<file path="src/sv/le_pkg.sv">
// Shared types and constants for the label entropy block.
package le_pkg;

   localparam int NUM_CLASSES = 16;
   localparam int MAX_SAMPLES = 65536;
   localparam int LABEL_W     = 4;
   localparam int CNT_W       = 17;
   localparam int BIN_W       = $clog2(NUM_CLASSES + 1);
   localparam int EXP_W       = 5;
   localparam int LOG_FRAC    = 16;
   localparam int LOG_W       = EXP_W + LOG_FRAC;
   localparam int MANT_FRAC   = 30;
   localparam int MANT_W      = MANT_FRAC + 1;
   localparam int PROD_W      = CNT_W + LOG_W;
   localparam int SUM_W       = 41;
   localparam int QUOT_STEPS  = 18;
   localparam int DSH_W       = CNT_W + 4 + QUOT_STEPS;
   localparam int STEP_W      = 5;
   localparam int ENT_W       = 15;
   localparam int ENT_MAX     = 32767;
   localparam int FIFO_DEPTH  = 4;

   typedef struct packed {
      logic [LABEL_W-1:0] label;
      logic               last;
      logic               valid_sample;
   } req_type;

   typedef struct packed {
      logic [ENT_W-1:0] entropy_bits;
      logic [CNT_W-1:0] sample_count;
      logic             overflow;
   } rsp_type;

   typedef struct packed {
      logic [LABEL_W-1:0] label;
      logic               count;
      logic               last;
   } work_type;

   typedef enum logic [3:0] {
      S_RUN, S_CHECK, S_BIN, S_SQ, S_MUL, S_ACC, S_DSET, S_DIV, S_OUT
   } back_state_type;

endpackage

</file>
<file path="src/sv/le_front.sv">
// Front end: classifies incoming transactions and queues the ones that matter.
module le_front
   import le_pkg::*;
(
   input  logic     clock,
   input  logic     reset,
   input  logic     req_valid,
   output logic     req_stall,
   input  req_type  req_data,
   output logic     work_valid,
   output work_type work_data,
   input  logic     work_pop
);

   localparam int PTR_W = $clog2(FIFO_DEPTH);

   work_type             fifo_ff [FIFO_DEPTH];
   logic [PTR_W-1:0]     wr_ptr_ff, wr_ptr_in, rd_ptr_ff, rd_ptr_in;
   logic [PTR_W:0]       fill_ff, fill_in;
   logic                 push;
   logic                 pop;
   logic                 keep;
   work_type             entry;

   assign req_stall  = (fill_ff == (PTR_W+1)'(FIFO_DEPTH));
   assign work_valid = (fill_ff != '0);
   assign work_data  = fifo_ff[rd_ptr_ff];

   always_comb begin
      entry.label = req_data.label;
      entry.count = req_data.valid_sample &&
                    ({1'b0, req_data.label} < (LABEL_W+1)'(NUM_CLASSES));
      entry.last  = req_data.last;
      keep        = req_data.valid_sample || req_data.last;
      push        = req_valid && !req_stall && keep;
      pop         = work_pop && work_valid;
      wr_ptr_in   = push ? wr_ptr_ff + 1'b1 : wr_ptr_ff;
      rd_ptr_in   = pop ? rd_ptr_ff + 1'b1 : rd_ptr_ff;
      fill_in     = fill_ff + (PTR_W+1)'(push) - (PTR_W+1)'(pop);
   end

   always_ff @(posedge clock) begin
      if (reset) begin
         wr_ptr_ff <= '0;
         rd_ptr_ff <= '0;
         fill_ff   <= '0;
      end else begin
         wr_ptr_ff <= wr_ptr_in;
         rd_ptr_ff <= rd_ptr_in;
         fill_ff   <= fill_in;
      end
   end

   always_ff @(posedge clock) begin
      if (push) begin
         fifo_ff[wr_ptr_ff] <= entry;
      end
   end

endmodule

</file>
<file path="src/sv/le_back.sv">
// Back end: histogram counting, fixed-point log2, entropy division and result register.
module le_back
   import le_pkg::*;
(
   input  logic     clock,
   input  logic     reset,
   input  logic     work_valid,
   input  work_type work_data,
   output logic     work_pop,
   output logic     rsp_valid,
   input  logic     rsp_stall,
   output rsp_type  rsp_data
);

   back_state_type          state_ff, state_in;
   logic [CNT_W-1:0]        counts_ff [NUM_CLASSES];
   logic [CNT_W-1:0]        total_ff;
   logic                    ovf_ff;
   logic [BIN_W-1:0]        bin_ff;
   logic [STEP_W-1:0]       step_ff;
   logic [CNT_W-1:0]        x_ff;
   logic [EXP_W-1:0]        exp_ff;
   logic [MANT_W-1:0]       mant_ff;
   logic [LOG_FRAC-1:0]     frac_ff;
   logic [PROD_W-1:0]       prod_ff;
   logic [SUM_W-1:0]        sum_ff;
   logic [SUM_W-1:0]        whole_ff;
   logic [SUM_W-1:0]        rem_ff;
   logic [DSH_W-1:0]        dsh_ff;
   logic [QUOT_STEPS-1:0]   quot_ff;
   logic                    rsp_valid_ff;
   rsp_type                 rsp_ff;

   logic                    at_whole;
   logic [CNT_W-1:0]        x_sel;
   logic [EXP_W-1:0]        x_exp;
   logic [47:0]             x_shift;
   logic [2*MANT_W-1:0]     sq;
   logic [MANT_W:0]         sq_top;
   logic                    slot_free;
   logic                    load_rsp;
   logic [SUM_W-1:0]        diff;
   logic [ENT_W-1:0]        ent_sat;

   assign at_whole  = (bin_ff == BIN_W'(NUM_CLASSES));
   assign x_sel     = at_whole ? total_ff : counts_ff[bin_ff[BIN_W-2:0]];
   assign slot_free = !rsp_valid_ff || !rsp_stall;
   assign rsp_valid = rsp_valid_ff;
   assign rsp_data  = rsp_ff;

   always_comb begin
      x_exp = '0;
      for (int i = 1; i < CNT_W; i++) begin
         if (x_sel[i]) begin
            x_exp = EXP_W'(i);
         end
      end
      x_shift = {31'd0, x_sel} << (MANT_FRAC - int'(x_exp));
      sq      = mant_ff * mant_ff;
      sq_top  = sq[2*MANT_W-1:MANT_FRAC];
      diff    = (whole_ff > sum_ff) ? whole_ff - sum_ff : '0;
      ent_sat = (quot_ff > QUOT_STEPS'(ENT_MAX)) ? ENT_W'(ENT_MAX) : quot_ff[ENT_W-1:0];
   end

   always_comb begin
      state_in = state_ff;
      case (state_ff)
         S_RUN: begin
            if (work_valid && work_data.last) begin
               state_in = S_CHECK;
            end
         end
         S_CHECK: state_in = (total_ff == '0) ? S_OUT : S_BIN;
         S_BIN: begin
            if (x_sel != '0) begin
               state_in = S_SQ;
            end else if (at_whole) begin
               state_in = S_DSET;
            end
         end
         S_SQ: begin
            if (step_ff == STEP_W'(LOG_FRAC - 1)) begin
               state_in = S_MUL;
            end
         end
         S_MUL: state_in = S_ACC;
         S_ACC: state_in = at_whole ? S_DSET : S_BIN;
         S_DSET: state_in = S_DIV;
         S_DIV: begin
            if (step_ff == STEP_W'(QUOT_STEPS - 1)) begin
               state_in = S_OUT;
            end
         end
         S_OUT: begin
            if (slot_free) begin
               state_in = S_RUN;
            end
         end
         default: state_in = S_RUN;
      endcase
   end

   always_comb begin
      work_pop = 1'b0;
      load_rsp = 1'b0;
      case (state_ff)
         S_RUN: work_pop = work_valid;
         S_OUT: load_rsp = slot_free;
         default: begin
            work_pop = 1'b0;
            load_rsp = 1'b0;
         end
      endcase
   end

   always_ff @(posedge clock) begin
      if (reset) begin
         state_ff     <= S_RUN;
         rsp_valid_ff <= 1'b0;
         total_ff     <= '0;
         ovf_ff       <= 1'b0;
         for (int i = 0; i < NUM_CLASSES; i++) begin
            counts_ff[i] <= '0;
         end
      end else begin
         state_ff <= state_in;
         if (load_rsp) begin
            rsp_valid_ff <= 1'b1;
         end else if (!rsp_stall) begin
            rsp_valid_ff <= 1'b0;
         end
         if (load_rsp) begin
            total_ff <= '0;
            ovf_ff   <= 1'b0;
            for (int i = 0; i < NUM_CLASSES; i++) begin
               counts_ff[i] <= '0;
            end
         end else if (work_pop && work_data.count) begin
            if (total_ff < CNT_W'(MAX_SAMPLES)) begin
               counts_ff[work_data.label[BIN_W-2:0]] <=
                  counts_ff[work_data.label[BIN_W-2:0]] + 1'b1;
               total_ff <= total_ff + 1'b1;
            end else begin
               ovf_ff <= 1'b1;
            end
         end
      end
   end

   always_ff @(posedge clock) begin
      case (state_ff)
         S_CHECK: begin
            bin_ff  <= '0;
            sum_ff  <= '0;
            quot_ff <= '0;
         end
         S_BIN: begin
            x_ff    <= x_sel;
            exp_ff  <= x_exp;
            mant_ff <= x_shift[MANT_W-1:0];
            frac_ff <= '0;
            step_ff <= '0;
            if (x_sel == '0) begin
               bin_ff <= bin_ff + 1'b1;
            end
         end
         S_SQ: begin
            mant_ff <= sq_top[MANT_W] ? sq_top[MANT_W:1] : sq_top[MANT_W-1:0];
            frac_ff <= {frac_ff[LOG_FRAC-2:0], sq_top[MANT_W]};
            step_ff <= step_ff + 1'b1;
         end
         S_MUL: prod_ff <= x_ff * {exp_ff, frac_ff};
         S_ACC: begin
            if (at_whole) begin
               whole_ff <= SUM_W'(prod_ff);
            end else begin
               sum_ff <= sum_ff + SUM_W'(prod_ff);
               bin_ff <= bin_ff + 1'b1;
            end
         end
         S_DSET: begin
            rem_ff  <= diff + SUM_W'({total_ff, 3'b000});
            dsh_ff  <= DSH_W'({total_ff, 4'b0000}) << (QUOT_STEPS - 1);
            quot_ff <= '0;
            step_ff <= '0;
         end
         S_DIV: begin
            if (rem_ff >= SUM_W'(dsh_ff)) begin
               rem_ff  <= rem_ff - SUM_W'(dsh_ff);
               quot_ff <= {quot_ff[QUOT_STEPS-2:0], 1'b1};
            end else begin
               quot_ff <= {quot_ff[QUOT_STEPS-2:0], 1'b0};
            end
            dsh_ff  <= dsh_ff >> 1;
            step_ff <= step_ff + 1'b1;
         end
         S_OUT: begin
            if (load_rsp) begin
               rsp_ff.entropy_bits <= ent_sat;
               rsp_ff.sample_count <= total_ff;
               rsp_ff.overflow     <= ovf_ff;
            end
         end
         default: begin
         end
      endcase
   end

endmodule

</file>
<file path="src/sv/label_entropy.sv">
// Top level of the label entropy block.
//
// The req channel carries one class label per transaction with a last flag
// and a valid_sample flag. Counted labels go into a histogram of NUM_CLASSES
// bins. On the transaction marked last the block returns one rsp transaction
// with the Shannon entropy in bits (12 fraction bits), the sample count and
// an overflow flag, then clears the histogram for the next set.
// Labels are counted at one transaction per cycle, except while a set is closing
// or its result waits for the output register, through a four-entry queue
// between the front end and the back end. Closing a set runs each nonzero bin
// and then the total through the shared squaring log2 unit, then the radix-2
// divider; empty bins are skipped and an empty set goes straight to the result.
// The queue stops draining during that time.
// Reset empties the queue, clears the histogram and drops any pending result.
// While rsp_stall is high the result holds in its output register; the back
// end can keep counting the next set until that set closes.
module label_entropy
   import le_pkg::*;
(
   input  logic    clock,
   input  logic    reset,
   input  logic    req_valid,
   output logic    req_stall,
   input  req_type req_data,
   output logic    rsp_valid,
   input  logic    rsp_stall,
   output rsp_type rsp_data
);

   logic     work_valid;
   work_type work_data;
   logic     work_pop;

   le_front u_front (
      .clock      (clock),
      .reset      (reset),
      .req_valid  (req_valid),
      .req_stall  (req_stall),
      .req_data   (req_data),
      .work_valid (work_valid),
      .work_data  (work_data),
      .work_pop   (work_pop)
   );

   le_back u_back (
      .clock      (clock),
      .reset      (reset),
      .work_valid (work_valid),
      .work_data  (work_data),
      .work_pop   (work_pop),
      .rsp_valid  (rsp_valid),
      .rsp_stall  (rsp_stall),
      .rsp_data   (rsp_data)
   );

endmodule
</file>
<file path="config.mk">
export PLATFORM = sky130hd
export DESIGN_NAME = label_entropy
export DESIGN_NICKNAME = d
export VERILOG_FILES = /design/src/sv/le_pkg.sv /design/src/sv/le_front.sv /design/src/sv/le_back.sv /design/src/sv/label_entropy.sv
export SDC_FILE = /design/constraint.sdc
export NUM_CORES = 2
export LEC_CHECK = 0
export ABC_AREA = 0
export BUFFER_PORTS_ARGS = -buffer_cell sky130_fd_sc_hd__buf_2
export CAP_MARGIN = 15
export CORE_MARGIN = 5
export CORE_UTILIZATION = 55
export CTS_CLUSTER_DIAMETER = 80
export CTS_CLUSTER_SIZE = 40
export DETAILED_ROUTE_END_ITERATION = 8
export PLACE_DENSITY = 0.75
export SLEW_MARGIN = 20
export SYNTH_ARGS = -nofsm -noshare
export SYNTH_HDL_FRONTEND = slang
export SYNTH_SLANG_ARGS = --single-unit
</file>
<file path="constraint.sdc">
create_clock -name clock -period 11 [get_ports clock]
set_input_delay 2.75 -clock clock [delete_from_list [all_inputs] [get_ports clock]]
set_output_delay 2.75 -clock clock [all_outputs]
set_load 0.01 [all_outputs]
</file>
==> run summary <==
* **number of antenna violations at the first check in global routing** 3
* **Layout area overhead** 4.53%
* **endpoint kind of the worst setup timing path** flop
* **number of standard-cell rows in the floorplan** 135
* **Net count, final** 8794
* **CP most frequent cell** fa_1
* **gpl congestion** 0.973
* **required time of the critical path** 11.41 ns
* **insertion delay to the later sink of the worst-skew pair** 0.73 ns
* **leading register cell type out of synthesis** edfxtp_1
* **syn avg cell area** 10.2 µm²
* **number of enable flip-flop cells after synthesis** 621
* **sort of element at the start of the critical path** flop
* **share of the yosys chip area belonging to registers** 0.259
* **post-detailed-route via-to-cell ratio** 5.91
* **buffers and inverters on the worst path** 5
* **Final min period** 10.07 ns
* **post-DP HPWL** 149000 µm
* **share of flip-flops with an asynchronous set or reset after synthesis** 0
* **share of layout cells above drive strength 1** 0.0592
* **run status** complete, no violations
* **final worst-path cycle share** 0.915
* **CTS tree** done
* **vias after detailed routing** 53369
* **global-route wire length before repair** 313000 µm
* **top area cells in the synthesized netlist** fa_1, edfxtp_1, ha_1
* **horizontal die dimension** 378 µm
* **synthesized net count** 8926
* **max-slew violation total from the final report** 0
* **CTS Buf Count** 31
* **clock root buffer master** clkbuf_16
* **I/O pin cnt** 45
* **iteration-0 DRC count of the detailed router** 5356
* **standard cell core area** 135000 µm²
* **First-pass DRT Iterations** 7
* **number of warnings printed during yosys synthesis** 0
* **maxcap violations** 0
* **post-CTS resize count** 0
* **slowest stage cell, crit path** edfxtp_1
* **Die Y** 378 µm
* **Clk pin slew, worst setup/hold paths** 0.12 ns
* **post-synth top area share** 0.278
* **number of nets still failing antenna checks after routing** 0
* **Worst Setup SP** u_back.mant_ff[20]
* **distinct cell type count of the synthesized netlist** 92
* **# DRC** 0
* **post-synthesis instance total** 7354
* **Worst-Margin Slew** 1.25 ns
* **RSZ-0062 raised after global routing** no
* **headroom to the max-slew limit** 0.163
* **cell family with most CP delay** adder cells
* **GRT Total Usage** 0.279
* **fmax** 99.4 MHz
* **Port Buf Inserts** 44
* **cell area after technology mapping** 74700 µm²
* **maximum count of clock buffers along a single path** 3
* **Fin. Hold Viols** 0
* **maximum cell stage delay along the critical path** 0.95 ns
* **maximum level of the CTS H-tree** 1
* **area of the die** 143000 µm²
* **hold crit path type** reg -> reg
* **crit-path max FO** 31
* **starting density of the core** 0.553
* **critical path class** reg -> reg
* **library cell with the largest summed area after synthesis** fa_1
* **worst hold path startpoint** u_back.prod_ff[16]
* **maximum number of pins on one net before global-route repair** 89
* **final routed wirelength across all metal layers** 197000 µm
* **skew final** 0.0923 ns
* **DR WL/cell** 21.8 µm
* **worst r2r src** u_back.mant_ff[20]
* **clock net sink count** 657
* **global route overflow** 0
* **Final setup viols** 0
* **count of hold-fix buffers inserted at cts** 0
* **total setup buffers inserted after CTS** 0
* **Total Negative Setup Slacks** 0 ns
* **CP Data Arrival Time** 10.47 ns
* **via count of the first global-routing pass** 56522
* **Yosys reg bits** 657
[per-layer routing]
layer,GRT usage,part of all wire
met4,0.102,0.045
met1,0.372,0.39
met3,0.0508,0.097
met5,0,0.000086
met2,0.461,0.47
[kinds of logic (layout without fill, tap and decap cells)]
logic type                 after synthesis  after routing  synth area share
and+or+nand+nor                       2109           2109             0.132
buffers and inverters                 1683           1576            0.0872
adders and majority gates             1562           1562             0.366
AOI/OAI and AO/OA                      860            860            0.0751
DFF                                    657            657             0.259
muxes                                  256            256            0.0540
xor gates and xnor gates               227            227            0.0266
other                                    0              2                 0
[flip-flops by register name (all words and copies together), names as in the netlist, 16 cells and up, named ones only]
signal,cells
u_back.counts_ff,272
u_back.rem_ff,41
u_back.sum_ff,41
u_back.dsh_ff,38
u_back.prod_ff,38
u_back.whole_ff,38
u_back.rsp_data,33
u_back.mant_ff,31
u_front.fifo_ff,24
u_back.quot_ff,18
u_back.total_ff,17
u_back.frac_ff,16
u_back.x_ff,16
[worst paths after layout]
path | slack, ns | endpoint | cells past startpoint
min reg2reg | 0.47 | u_back.whole_ff[16] | 0
max reg2reg | 0.93 | u_back.mant_ff[1] | 27
min | 0.47 | u_back.whole_ff[16] | 0
max | 0.93 | u_back.mant_ff[1] | 27
[final cells by class]
class | count | area, µm²
timing repair buffer | 159 | 1110
tap | 1781 | 2230
fill | 11186 | 57100
inverter | 1359 | 5100
clock buffer | 32 | 779
multi-input combinational | 5014 | 49000
antenna | 2 | 5.00
clock inverter | 26 | 495
sequential | 657 | 19400
[cells in the final DEF, fill, tap and decap left out, types with 71 or more instances in the layout]
cell      instances
xor2_1           95
ha_1            526
inv_1          1356
a21oi_1         235
mux4_2          113
nor2_1          589
fa_1           1036
nand2_1         719
mux2i_1         122
a21o_1          105
o21ai_0         154
nor3_1           71
xnor2_1         122
buf_4           113
and2_1          353
edfxtp_1        621
[cell usage after synthesis (all sizes together) (46+ instances only)]
cell type / instances
and2: 357
a21oi: 238
nand2: 722
edfxtp: 621
mux2i: 123
nand2b: 56
buf: 63
inv: 1357
a21o: 105
nor2: 591
o21ai: 158
a211oi: 46
ha: 526
mux4: 115
xnor2: 130
fa: 1036
nand3: 68
xor2: 97
clkbuf: 261
nor3: 75
nor2b: 70
[stage by stage]
stage,hold slack (ns),setup WS [ns],std cells,cell area (µm²),utilization
floorplan,0.409,2.43,7354,74700,-
global placement,0.422,1.33,8968,76700,0.567
detailed placement,0.430,1.17,8969,76700,0.568
CTS,0.469,1.08,9027,78000,0.577
global route,0.486,0.520,9028,78100,0.578
finish,0.470,0.935,9030,78100,0.578
Power is left out: the tool's default activity adds up to more than one toggle a clock period on the data nets, which glitch-free logic cannot reach.
